$ cat src/rtl/rla_pkg.sv
// Shared constants, types and helper functions of the receive line assembler.
`default_nettype none

package rla_pkg;

  localparam int CHAR_DEPTH = 32;
  localparam int LINE_SLOTS = 8;
  localparam int BYTE_W     = 8;
  localparam int CHAR_AW    = $clog2(CHAR_DEPTH);
  localparam int LINE_AW    = $clog2(LINE_SLOTS);
  localparam int LS_DEPTH   = LINE_SLOTS * CHAR_DEPTH;
  localparam int LS_AW      = $clog2(LS_DEPTH);

  localparam logic OP_RX_BYTE   = 1'b0;
  localparam logic OP_READ_LINE = 1'b1;

  localparam logic [BYTE_W-1:0] BYTE_NUL = 8'h00;
  localparam logic [BYTE_W-1:0] BYTE_DEL = 8'hFF;
  localparam logic [BYTE_W-1:0] BYTE_CR  = 8'h0D;
  localparam logic [BYTE_W-1:0] BYTE_LF  = 8'h0A;

  typedef enum logic [1:0] {
    ST_IDLE,
    ST_MOVE,
    ST_READ
  } rla_state_e;

  // Ring position advance with wrap at the ring depth.
  function automatic logic [CHAR_AW-1:0] char_next(input logic [CHAR_AW-1:0] p);
    return (p == CHAR_AW'(CHAR_DEPTH - 1)) ? '0 : CHAR_AW'(p + CHAR_AW'(1));
  endfunction

  function automatic logic [LINE_AW-1:0] line_next(input logic [LINE_AW-1:0] p);
    return (p == LINE_AW'(LINE_SLOTS - 1)) ? '0 : LINE_AW'(p + LINE_AW'(1));
  endfunction

  // Flat address of character n of line slot s.
  function automatic logic [LS_AW-1:0] ls_addr(input logic [LINE_AW-1:0] s,
                                               input logic [CHAR_AW-1:0] n);
    return LS_AW'(LS_AW'(s) * LS_AW'(CHAR_DEPTH) + LS_AW'(n));
  endfunction

endpackage

`default_nettype wire

$ cat src/rtl/rla_stream_if.sv
// Valid/ready stream interfaces for the input and result channels.
`default_nettype none

interface rla_in_if import rla_pkg::*; ();
  logic              valid;
  logic              ready;
  logic              opcode;
  logic [BYTE_W-1:0] rx_byte;

  modport source (output valid, opcode, rx_byte, input ready);
  modport sink   (input valid, opcode, rx_byte, output ready);
endinterface

interface rla_out_if import rla_pkg::*; ();
  logic              valid;
  logic              ready;
  logic [BYTE_W-1:0] line_char;
  logic              no_line;
  logic              last;

  modport source (output valid, line_char, no_line, last, input ready);
  modport sink   (input valid, line_char, no_line, last, output ready);
endinterface

`default_nettype wire

$ cat src/rtl/rx_line_assembler_fifo.sv
// Top level: receive line assembler with a character ring and a ring of line slots.
`default_nettype none

// Channel  Dir  Payload                      Handshake
// in_i     in   opcode, rx_byte              valid/ready, word taken when both high
// out_o    out  line_char, no_line, last     valid/ready, word taken when both high
//
// A received byte is taken while the block is idle and its result register is free. An end of
// line that stores pending characters keeps the input busy until they are moved: the ring has
// one registered read port, so characters walk one per cycle into the line store, after which
// the slot is closed. A read request returns one character per cycle while the sink takes
// every word; a stall on out_o holds the walk.
// Reset clears all pointers and the sequencer; the stores need no clearing.

module rx_line_assembler_fifo import rla_pkg::*; (
  input  logic   clk_i,
  input  logic   rst_ni,
  rla_in_if.sink    in_i,
  rla_out_if.source out_o
);

  rla_state_e state_q, state_d;

  logic [CHAR_AW-1:0] char_head_q, char_head_d;
  logic [CHAR_AW-1:0] char_tail_q, char_tail_d;
  logic [LINE_AW-1:0] line_head_q, line_head_d;
  logic [LINE_AW-1:0] line_tail_q, line_tail_d;
  logic [CHAR_AW-1:0] line_length_q [LINE_SLOTS];

  // Working registers of the sequencer: the slot in use, the character count
  // (walk index) and, for a read, the length of the line being returned.
  logic [LINE_AW-1:0] slot_q, slot_d;
  logic [CHAR_AW-1:0] cnt_q, cnt_d;
  logic [CHAR_AW-1:0] len_q, len_d;

  // Move pipeline: a ring read issued in one cycle is written to the line
  // store in the next.
  logic               mv_v_q, mv_v_d;
  logic [CHAR_AW-1:0] mv_idx_q, mv_idx_d;

  // Character ring memory.
  logic [BYTE_W-1:0]  char_ring [CHAR_DEPTH];
  logic               ring_we, ring_re;
  logic [CHAR_AW-1:0] ring_wa, ring_ra;
  logic [BYTE_W-1:0]  ring_rd_q;

  // Line store memory.
  logic [BYTE_W-1:0]  line_store [LS_DEPTH];
  logic               ls_we, ls_re;
  logic [LS_AW-1:0]   ls_wa, ls_ra;
  logic [BYTE_W-1:0]  ls_rd_q;

  logic               len_we;

  // Output register.
  logic               out_valid_q, out_valid_d;
  logic [BYTE_W-1:0]  out_char_q, out_char_d;
  logic               out_no_line_q, out_no_line_d;
  logic               out_last_q, out_last_d;
  logic               out_load;
  logic               out_free;

  // Decode of the current word and sequencer conditions.
  logic               accept;
  logic               is_drop, is_eol;
  logic               ring_empty, lines_full, lines_empty;
  logic               start_move, start_read;
  logic               move_done, read_last, read_done;
  logic [LINE_AW-1:0] new_slot, rd_slot;

  assign out_free    = !out_valid_q || out_o.ready;
  assign in_i.ready  = (state_q == ST_IDLE) && out_free;
  assign accept      = in_i.valid && in_i.ready;

  assign is_drop     = in_i.rx_byte inside {BYTE_NUL, BYTE_DEL};
  assign is_eol      = in_i.rx_byte inside {BYTE_CR, BYTE_LF};
  assign ring_empty  = (char_head_q == char_tail_q);
  assign new_slot    = line_next(line_head_q);
  assign rd_slot     = line_next(line_tail_q);
  assign lines_full  = (new_slot == line_tail_q);
  assign lines_empty = (line_head_q == line_tail_q);

  assign start_move = accept && (in_i.opcode == OP_RX_BYTE) && !is_drop && is_eol &&
                      !ring_empty && !lines_full;
  assign start_read = accept && (in_i.opcode == OP_READ_LINE) && !lines_empty;

  // The move is over once the ring is drained and the last read has landed.
  assign move_done = (state_q == ST_MOVE) && ring_empty && !mv_v_q;
  assign read_last = ((CHAR_AW + 1)'({1'b0, cnt_q}) + (CHAR_AW + 1)'(1)) >=
                     (CHAR_AW + 1)'({1'b0, len_q});
  assign read_done = (state_q == ST_READ) && out_free && read_last;

  // Next state.
  always_comb begin
    state_d = state_q;
    case (state_q)
      ST_IDLE: begin
        if (start_move) begin
          state_d = ST_MOVE;
        end else if (start_read) begin
          state_d = ST_READ;
        end
      end
      ST_MOVE: begin
        if (move_done) begin
          state_d = ST_IDLE;
        end
      end
      ST_READ: begin
        if (read_done) begin
          state_d = ST_IDLE;
        end
      end
      default: state_d = ST_IDLE;
    endcase
  end

  // Datapath control and register updates.
  always_comb begin
    char_head_d   = char_head_q;
    char_tail_d   = char_tail_q;
    line_head_d   = line_head_q;
    line_tail_d   = line_tail_q;
    slot_d        = slot_q;
    cnt_d         = cnt_q;
    len_d         = len_q;
    mv_v_d        = 1'b0;
    mv_idx_d      = mv_idx_q;
    ring_we       = 1'b0;
    ring_wa       = char_next(char_head_q);
    ring_re       = 1'b0;
    ring_ra       = char_next(char_tail_q);
    ls_we         = 1'b0;
    ls_wa         = ls_addr(slot_q, mv_idx_q);
    ls_re         = 1'b0;
    ls_ra         = ls_addr(slot_q, CHAR_AW'(cnt_q + CHAR_AW'(1)));
    len_we        = 1'b0;
    out_load      = 1'b0;
    out_char_d    = out_char_q;
    out_no_line_d = out_no_line_q;
    out_last_d    = out_last_q;

    case (state_q)
      ST_IDLE: begin
        if (accept && (in_i.opcode == OP_RX_BYTE) && !is_drop) begin
          if (is_eol) begin
            if (!ring_empty && lines_full) begin
              // No free slot: the pending line is thrown away.
              char_head_d = '0;
              char_tail_d = '0;
            end else if (!ring_empty) begin
              slot_d = new_slot;
              cnt_d  = '0;
            end
          end else if (char_next(char_head_q) != char_tail_q) begin
            ring_we     = 1'b1;
            char_head_d = char_next(char_head_q);
          end
        end else if (accept && (in_i.opcode == OP_READ_LINE)) begin
          if (lines_empty) begin
            out_load      = 1'b1;
            out_char_d    = '0;
            out_no_line_d = 1'b1;
            out_last_d    = 1'b1;
          end else begin
            slot_d = rd_slot;
            len_d  = line_length_q[rd_slot];
            cnt_d  = '0;
            ls_re  = 1'b1;
            ls_ra  = ls_addr(rd_slot, '0);
          end
        end
      end
      ST_MOVE: begin
        if (!ring_empty) begin
          char_tail_d = char_next(char_tail_q);
          ring_re     = 1'b1;
          mv_v_d      = 1'b1;
          mv_idx_d    = cnt_q;
          cnt_d       = CHAR_AW'(cnt_q + CHAR_AW'(1));
        end
        if (mv_v_q) begin
          ls_we = 1'b1;
        end
        if (move_done) begin
          len_we      = 1'b1;
          line_head_d = slot_q;
        end
      end
      ST_READ: begin
        if (out_free) begin
          out_load      = 1'b1;
          out_char_d    = ls_rd_q;
          out_no_line_d = 1'b0;
          out_last_d    = read_last;
          if (read_last) begin
            line_tail_d = slot_q;
          end else begin
            cnt_d = CHAR_AW'(cnt_q + CHAR_AW'(1));
            ls_re = 1'b1;
          end
        end
      end
      default: ;
    endcase
  end

  always_comb begin
    out_valid_d = out_valid_q && !out_o.ready;
    if (out_load) begin
      out_valid_d = 1'b1;
    end
  end

  always_ff @(posedge clk_i or negedge rst_ni) begin
    if (!rst_ni) begin
      state_q     <= ST_IDLE;
      char_head_q <= '0;
      char_tail_q <= '0;
      line_head_q <= '0;
      line_tail_q <= '0;
      mv_v_q      <= 1'b0;
      out_valid_q <= 1'b0;
    end else begin
      state_q     <= state_d;
      char_head_q <= char_head_d;
      char_tail_q <= char_tail_d;
      line_head_q <= line_head_d;
      line_tail_q <= line_tail_d;
      mv_v_q      <= mv_v_d;
      out_valid_q <= out_valid_d;
    end
  end

  always_ff @(posedge clk_i) begin
    slot_q        <= slot_d;
    cnt_q         <= cnt_d;
    len_q         <= len_d;
    mv_idx_q      <= mv_idx_d;
    out_char_q    <= out_char_d;
    out_no_line_q <= out_no_line_d;
    out_last_q    <= out_last_d;
    if (len_we) begin
      line_length_q[slot_q] <= cnt_q;
    end
  end

  // Character ring: one write port, one registered read port.
  always_ff @(posedge clk_i) begin
    if (ring_we) begin
      char_ring[ring_wa] <= in_i.rx_byte;
    end
    if (ring_re) begin
      ring_rd_q <= char_ring[ring_ra];
    end
  end

  // Line store: written during a move, read during a read request.
  always_ff @(posedge clk_i) begin
    if (ls_we) begin
      line_store[ls_wa] <= ring_rd_q;
    end
    if (ls_re) begin
      ls_rd_q <= line_store[ls_ra];
    end
  end

  assign out_o.valid     = out_valid_q;
  assign out_o.line_char = out_char_q;
  assign out_o.no_line   = out_no_line_q;
  assign out_o.last      = out_last_q;

  // A byte is never written over the oldest pending character.
  assert property (@(posedge clk_i) disable iff (!rst_ni)
    ring_we |-> (ring_wa != char_tail_q))
    else $error("character ring overrun");

  // Closing a slot never makes the line ring look empty.
  assert property (@(posedge clk_i) disable iff (!rst_ni)
    move_done |=> (line_head_q != line_tail_q))
    else $error("line ring overrun");

  // The read walk stays inside the stored line.
  assert property (@(posedge clk_i) disable iff (!rst_ni)
    (state_q == ST_READ) |-> (cnt_q < len_q))
    else $error("read walk past end of line");

  // A result word is never loaded over one the sink has not taken.
  assert property (@(posedge clk_i) disable iff (!rst_ni)
    out_load |-> (!out_valid_q || out_o.ready))
    else $error("result word overwritten");

endmodule

`default_nettype wire

$ cat src/flat_wrapper.sv
// flat-port wrapper written by rule: the top's interface ports become plain ports
module rx_line_assembler_fifo_flat import rla_pkg::*;
  (clk_i, rst_ni, in_i_valid, in_i_opcode, in_i_rx_byte, in_i_ready, out_o_valid, out_o_line_char, out_o_no_line, out_o_last, out_o_ready);
  rla_in_if in_i_i ();
  rla_out_if out_o_i ();
  input  logic clk_i;
  input  logic rst_ni;
  input wire logic [$bits(in_i_i.valid)-1:0] in_i_valid;
  input wire logic [$bits(in_i_i.opcode)-1:0] in_i_opcode;
  input wire logic [$bits(in_i_i.rx_byte)-1:0] in_i_rx_byte;
  output wire logic [$bits(in_i_i.ready)-1:0] in_i_ready;
  output wire logic [$bits(out_o_i.valid)-1:0] out_o_valid;
  output wire logic [$bits(out_o_i.line_char)-1:0] out_o_line_char;
  output wire logic [$bits(out_o_i.no_line)-1:0] out_o_no_line;
  output wire logic [$bits(out_o_i.last)-1:0] out_o_last;
  input wire logic [$bits(out_o_i.ready)-1:0] out_o_ready;
  assign in_i_i.valid = in_i_valid;
  assign in_i_i.opcode = in_i_opcode;
  assign in_i_i.rx_byte = in_i_rx_byte;
  assign in_i_ready = in_i_i.ready;
  assign out_o_valid = out_o_i.valid;
  assign out_o_line_char = out_o_i.line_char;
  assign out_o_no_line = out_o_i.no_line;
  assign out_o_last = out_o_i.last;
  assign out_o_i.ready = out_o_ready;
  rx_line_assembler_fifo u_core (.clk_i(clk_i), .rst_ni(rst_ni), .in_i(in_i_i), .out_o(out_o_i));
endmodule
$ cat config.mk
export PLATFORM = sky130hd
export DESIGN_NAME = rx_line_assembler_fifo_flat
export DESIGN_NICKNAME = d
export VERILOG_FILES = /design/src/rtl/rla_pkg.sv /design/src/rtl/rla_stream_if.sv /design/src/rtl/rx_line_assembler_fifo.sv /design/src/flat_wrapper.sv
export SDC_FILE = /design/constraint.sdc
export NUM_CORES = 2
export LEC_CHECK = 0
export BUFFER_PORTS_ARGS = -buffer_cell sky130_fd_sc_hd__buf_4
export CAP_MARGIN = 0
export CORE_MARGIN = 5
export CORE_UTILIZATION = 45
export CTS_BUF_LIST = sky130_fd_sc_hd__clkbuf_4 sky130_fd_sc_hd__clkbuf_8
export CTS_CLUSTER_SIZE = 10
export DETAILED_ROUTE_END_ITERATION = 12
export HOLD_SLACK_MARGIN = 0.12
export MAX_ROUTING_LAYER = met4
export PLACE_DENSITY = 0.64
export RECOVER_POWER = 25
export SYNTH_ARGS = -nofsm -noshare
export SYNTH_HDL_FRONTEND = slang
export SYNTH_SLANG_ARGS = --single-unit
$ cat constraint.sdc
create_clock -name clk_i -period 7.8 [get_ports clk_i]
set_input_delay 0.39 -clock clk_i [delete_from_list [all_inputs] [get_ports clk_i]]
set_output_delay 0.39 -clock clk_i [all_outputs]
set_load 0.03 [all_outputs]
Word level (Yosys, flattened, before mapping)
Memories as Yosys holds them, arrays and structs flattened. A register that Yosys moved wholly into a read port is not among the register bits.
Cells that the tools add are included.
- register bits: 43
- bits in writable memories: 2344
- input port bits: 13
- output and inout bits: 12
- word-level logic and storage cells: 182
- memories: 3
- memories (memory ; words ; width ; rd ports ; clocked after Yosys merged registers in ; write ports ; line ; source):
    u_core.line_store ; 256 ; 8 ; 1 ; 1 ; 1 ; rx_line_assembler_fifo.sv:48 ; logic [BYTE_W-1:0] line_store [LS_DEPTH];
    u_core.char_ring ; 32 ; 8 ; 1 ; 1 ; 1 ; rx_line_assembler_fifo.sv:42 ; logic [BYTE_W-1:0] char_ring [CHAR_DEPTH];
    u_core.line_length_q ; 8 ; 5 ; 1 ; 1 ; 1 ; rx_line_assembler_fifo.sv:28 ; logic [CHAR_AW-1:0] line_length_q [LINE_SLOTS];
- add/subtract/negate cells: 8
- magnitude comparators: 1
- eq/ne operators: 35
- multiplexer cells: 76
- bitwise logic cells: 4
- reductions and logical operators: 42
- operators by type and width (operator ; count):
    5-bit two-way mux ; 17
    8-bit two-way mux ; 8
    1-bit two-way mux ; 31
    3-bit two-way mux ; 8
    2-bit inequality test (second input constant) ; 10
    8-bit by 5-bit adder with 8-bit output ; 2
    8-bit by 4-bit == test with 1-bit output (second input constant) ; 2
    8-bit case mux with 2 select lines ; 1
    5-bit by 1-bit adder with 5-bit output (second input constant) ; 3
    1-bit logical AND ; 15
    5-bit case mux with 3 select lines ; 1
    2-bit by 1-bit inequality test with 1-bit output (second input constant) ; 6
    3-bit inequality test (second input constant) ; 4
    2-bit nonzero test ; 6
    5-bit == test (second input constant) ; 2
    5-bit case mux with 2 select lines ; 1
    5-bit AND reduction ; 2
    9-bit AND reduction ; 1
    8-bit == test (second input constant) ; 1
    8-bit logical NOT ; 1
    2-bit two-way mux ; 4
    1-bit case mux with 2 select lines ; 4
    4-bit AND reduction ; 2
    1-bit logical NOT ; 7
    19 further kinds ; 27

Longest topological paths before layout
- depth after elaboration: 11
- gate-level depth with buffers: 16
- gate-level depth less buffers: 12

Worst setup path after synthesis
OpenSTA, ideal clock, no wires.
- kind: register to register
- start: reg u_core.ring_rd_q[0], read port of u_core.char_ring
- end: mem u_core.line_store[0][0] (data pin)
- library setup time: 0.817 ns
- arrival time: 3.228 ns
- data required time: 6.983 ns
- setup slack: 3.754 ns
- stages on the path, launching flop included: 1
- path buffers: 0
- period minus slack after synthesis: 4.046 ns
- cells stage by stage: edfxtp_1
- RTL lines (item ; line ; source):
    from (decl) ; rx_line_assembler_fifo.sv:45 ; logic [BYTE_W-1:0] ring_rd_q;
    to (decl) ; rx_line_assembler_fifo.sv:48 ;
No word-level cell before the write port.

Final worst setup path
- start: reg u_core.ring_rd_q[3], read port of u_core.char_ring
- end: mem u_core.line_store[66][3] (data pin)
No word-level cell before the write port.

==> impl_results.md <==
* Starting density of the core at 45.3%
* Drt total wl at 290 mm
* Crit path time final at 6150 ps
* Worst Hold Depth at 4
* RSZ-0062 raised after global routing: no
* DRT iter0 DRCs at 8552
* CP bufs+invs at 2
* Total power at 28400 uW
* # fillers at 17600
* Post-cts sizing count at 0
* Design area at 107000 sq um
* Wire length on met1 at 110 mm
* Maximum clock path buffer count at 4
* CTS tree: yes
* CTS buffer count at 394
* WP depth at 2
* Failing checks: capacitance limit, slew limit
* Placed Area at 99500 sq um
* Cells along the critical path: clkbuf_1 -> clkbuf_1
* Delay-heaviest family, CP: buffers and inverters
* Setup TNS at 0 ps
* Clock latency on the worst-skew pair at 1130 ps
* Finished Core Util at 50.2%
* Die Y-Extent at 472 microns
* Clk pwr share at 36.7%
* Pint at 20800 uW
* I/O pin cnt at 25
* Syn. warnings at 0
* Sw Pwr at 7590 uW
* Number of synthesized register bits at 2408
* Pwr per Cell Area at 266 nW/um^2
* Worst path slowest cell: clkbuf_1
* Reg clk slew, reported paths at 60 ps
* Post-synth top area share at 74.5%
* Hold Crit Class: in -> reg
* Async set or reset register ratio after synthesis at 0.831%
* Sw Share at 26.7%
* Worst-margin pin slew at 4380 ps
* Number of synthesized flops with an enable pin at 2388
* Final #Nets at 6024
* Top post-synthesis cells by area: edfxtp_1 (75%), mux2i_1 (4.0%), mux4_2 (3.6%)
* Worst setup SP type: flop
* Top_reg_cell synth: edfxtp_1
* Root buffer cell: clkbuf_8
* Postcts setup bufs at 0
* Vias at 57600
* Final Max Slew Viols at 1230
* Crit-path max FO at 67
* Worst Skew at 127 ps
* Critical path required time at 8090 ps
* Largest net degree at the start of global routing at 205
* Die area at 223000 sq um
* Synth cell count leaders: edfxtp_1 (2388), nor2_1 (436), mux2i_1 (383)
* Final setup violating endpoints at 0
* DP HPWL at 168 mm
* Register area share after synthesis at 75.0%
* Leakage at 0.0339 uW
* VDD IR-drop max at 198 uV
* Gate Count Post-Synth at 5808
* Syn Area/Cell at 16.6 sq um
* Gr usage total at 26.1%
* PortBufs at 24
* Yosys cell types at 87
* Routed vias/inst at 6.31
* First-pass GRT wire length at 410 mm
* DR top layer: met4
* Post-Syn Area at 96200 sq um
* MaxCap Viol Count at 20
* Number of global-route vias before repair at 55200
* Met2 wire len at 130 mm
* Worst rel slew slack at -192%
* DRC at 0
* Arrival time worst endpoint at 6440 ps
* Final-report hold violation count at 0
* Drt pass-1 iters at 6
* Row count at 169
* Count leader, synth: edfxtp_1
* Grt total ovfl at 0
* Seq pwr share at 50.8%
* Synth area leader: edfxtp_1
* Crit share post-route at 78.8%
* Post-route ant nets at 0
* Area grow syn2layout at 11.0%
* Routed wl met3 at 33.7 mm
* Status: complete, but fails checks
* H-tree levels at 5
* Fmax at 0.163 GHz
* Comb pwr share at 12.6%
* Core Footprint at 213000 sq um
* Share of post-route cells with drive strength above 1 at 17.6%
* R2R Setup Slk at 1650 ps
* Initial antenna violation count at 17
* Synth Net Count at 5838
* R2r worst-path depth at 2
* Cell repeated most along the worst path: clkbuf_1
* Wire per inst at 31.8 microns
* Crit Path Class: reg -> reg
* Crit-path max cell delay at 2660 ps
* Count of clock tree sinks at 2408
* CP Capture Type: flop
* RePlAce Congestion at 0.921
* Die W at 472 microns
through the flow:
stage,worst slack [ps],hold slack [ps],instances
6_report,1650,215,9134
3_5_place_dp,2240,312,8406
4_1_cts,2220,135,9105
3_3_place_gp,2250,314,8406
2_1_floorplan,3750,94.4,5808
5_1_grt,1400,182,9134
final cells by class:
cell class,count,area [sq um],area share (%)
diodes,27,67.6,0.0633
flip-flops and latches,2408,72200,67.6
repair buffers,177,1460,1.37
multi-input cells,2973,22100,20.7
clock buffers,519,6400,5.99
clock inverters,169,858,0.804
inverters,40,168,0.157
well taps,2821,3530,3.31
layer usage:
layer	up-vias	GRT usage (%)
li1	23600	-
met1	29300	34.7
met2	3969	37.6
met3	789	6.59
met4	0	13.3
met5	-	-
power groups by stage:
stage | registers [uW] | clock network (uW) | logic, uW
final | 14400 | 10400 | 3570
after global routing | 14400 | 11100 | 3660
after CTS | 14400 | 10500 | 3480
after detailed placement | 14700 | 0 | 3460
after global placement | 14700 | 0 | 3430
after floorplan | 14800 | 0 | 1950
cell families (layout without fill, tap and decap cells):
kind of cell               after synthesis  in the layout  share of synthesized area [%]
AOI/OAI and AO/OA                     1107           1107                           7.70
xor gates and xnor gates                21             21                          0.207
adders and majority gates               17             17                          0.221
buffers and inverters                  427            905                           2.19
DFF                                   2408           2408                           75.0
muxes                                  709            709                           9.59
other                                    0             27                              0
and+or+nand+nor                       1119           1119                           5.05
layout by cell type (no fill, tap or decap), types with 20 or more instances in the layout:
cell type,count
a211oi_1,42
a21oi_1,201
a221oi_1,27
a22oi_1,22
a31oi_1,39
a32oi_1,21
buf_4,112
clkbuf_1,31
clkbuf_4,122
clkbuf_8,400
clkinv_1,105
clkinv_2,51
dfrtp_1,20
diode_2,27
edfxtp_1,2388
inv_1,35
mux2_2,173
mux2i_1,383
mux4_2,153
nand2_1,350
nand3_1,143
nor2_1,431
nor2b_1,20
nor3_1,55
o211ai_1,35
o21ai_0,240
o221ai_1,58
o22ai_1,213
o311a_1,50
worst min-delay path: stages:
cell	delay, ps
buf_4	180
a31oi_1	60
o311ai_1	320
mux2_2	220
sequential cells by signal, indices dropped and copies added (netlist names), 5 cells and up:
register                cells
u_core.line_store        2048
u_core.char_ring          256
u_core.line_length_q       40
u_core.ls_rd_q              8
u_core.out_o.line_char      8
u_core.ring_rd_q            8
u_core.char_head_q          5
u_core.char_tail_q          5
u_core.cnt_q                5
u_core.len_q                5
u_core.mv_idx_q             5
what timing repair did:
action | in CTS | in global routing
endpoints found under the hold margin | 283 | 0
hold buffers | 11 | 0
endpoints found under the setup margin | 0 | 0
final timing paths:
path / start / end
worst max-delay path: u_core.ring_rd_q[3]$_DFFE_PP_ / u_core.line_store[66][3]$_DFFE_PP_
worst min-delay path: in_i_opcode / u_core.slot_q[0]$_DFFE_PP_
worst max register to register: u_core.ring_rd_q[3]$_DFFE_PP_ / u_core.line_store[66][3]$_DFFE_PP_
worst min register to register: u_core.line_head_q[2]$_DFFE_PN0P_ / u_core.line_head_q[2]$_DFFE_PN0P_
max in group asynchronous: rst_ni / u_core.line_head_q[2]$_DFFE_PN0P_
min in group asynchronous: rst_ni / u_core.char_head_q[4]$_DFFE_PN0P_
(Power assumes the default switching activity.)
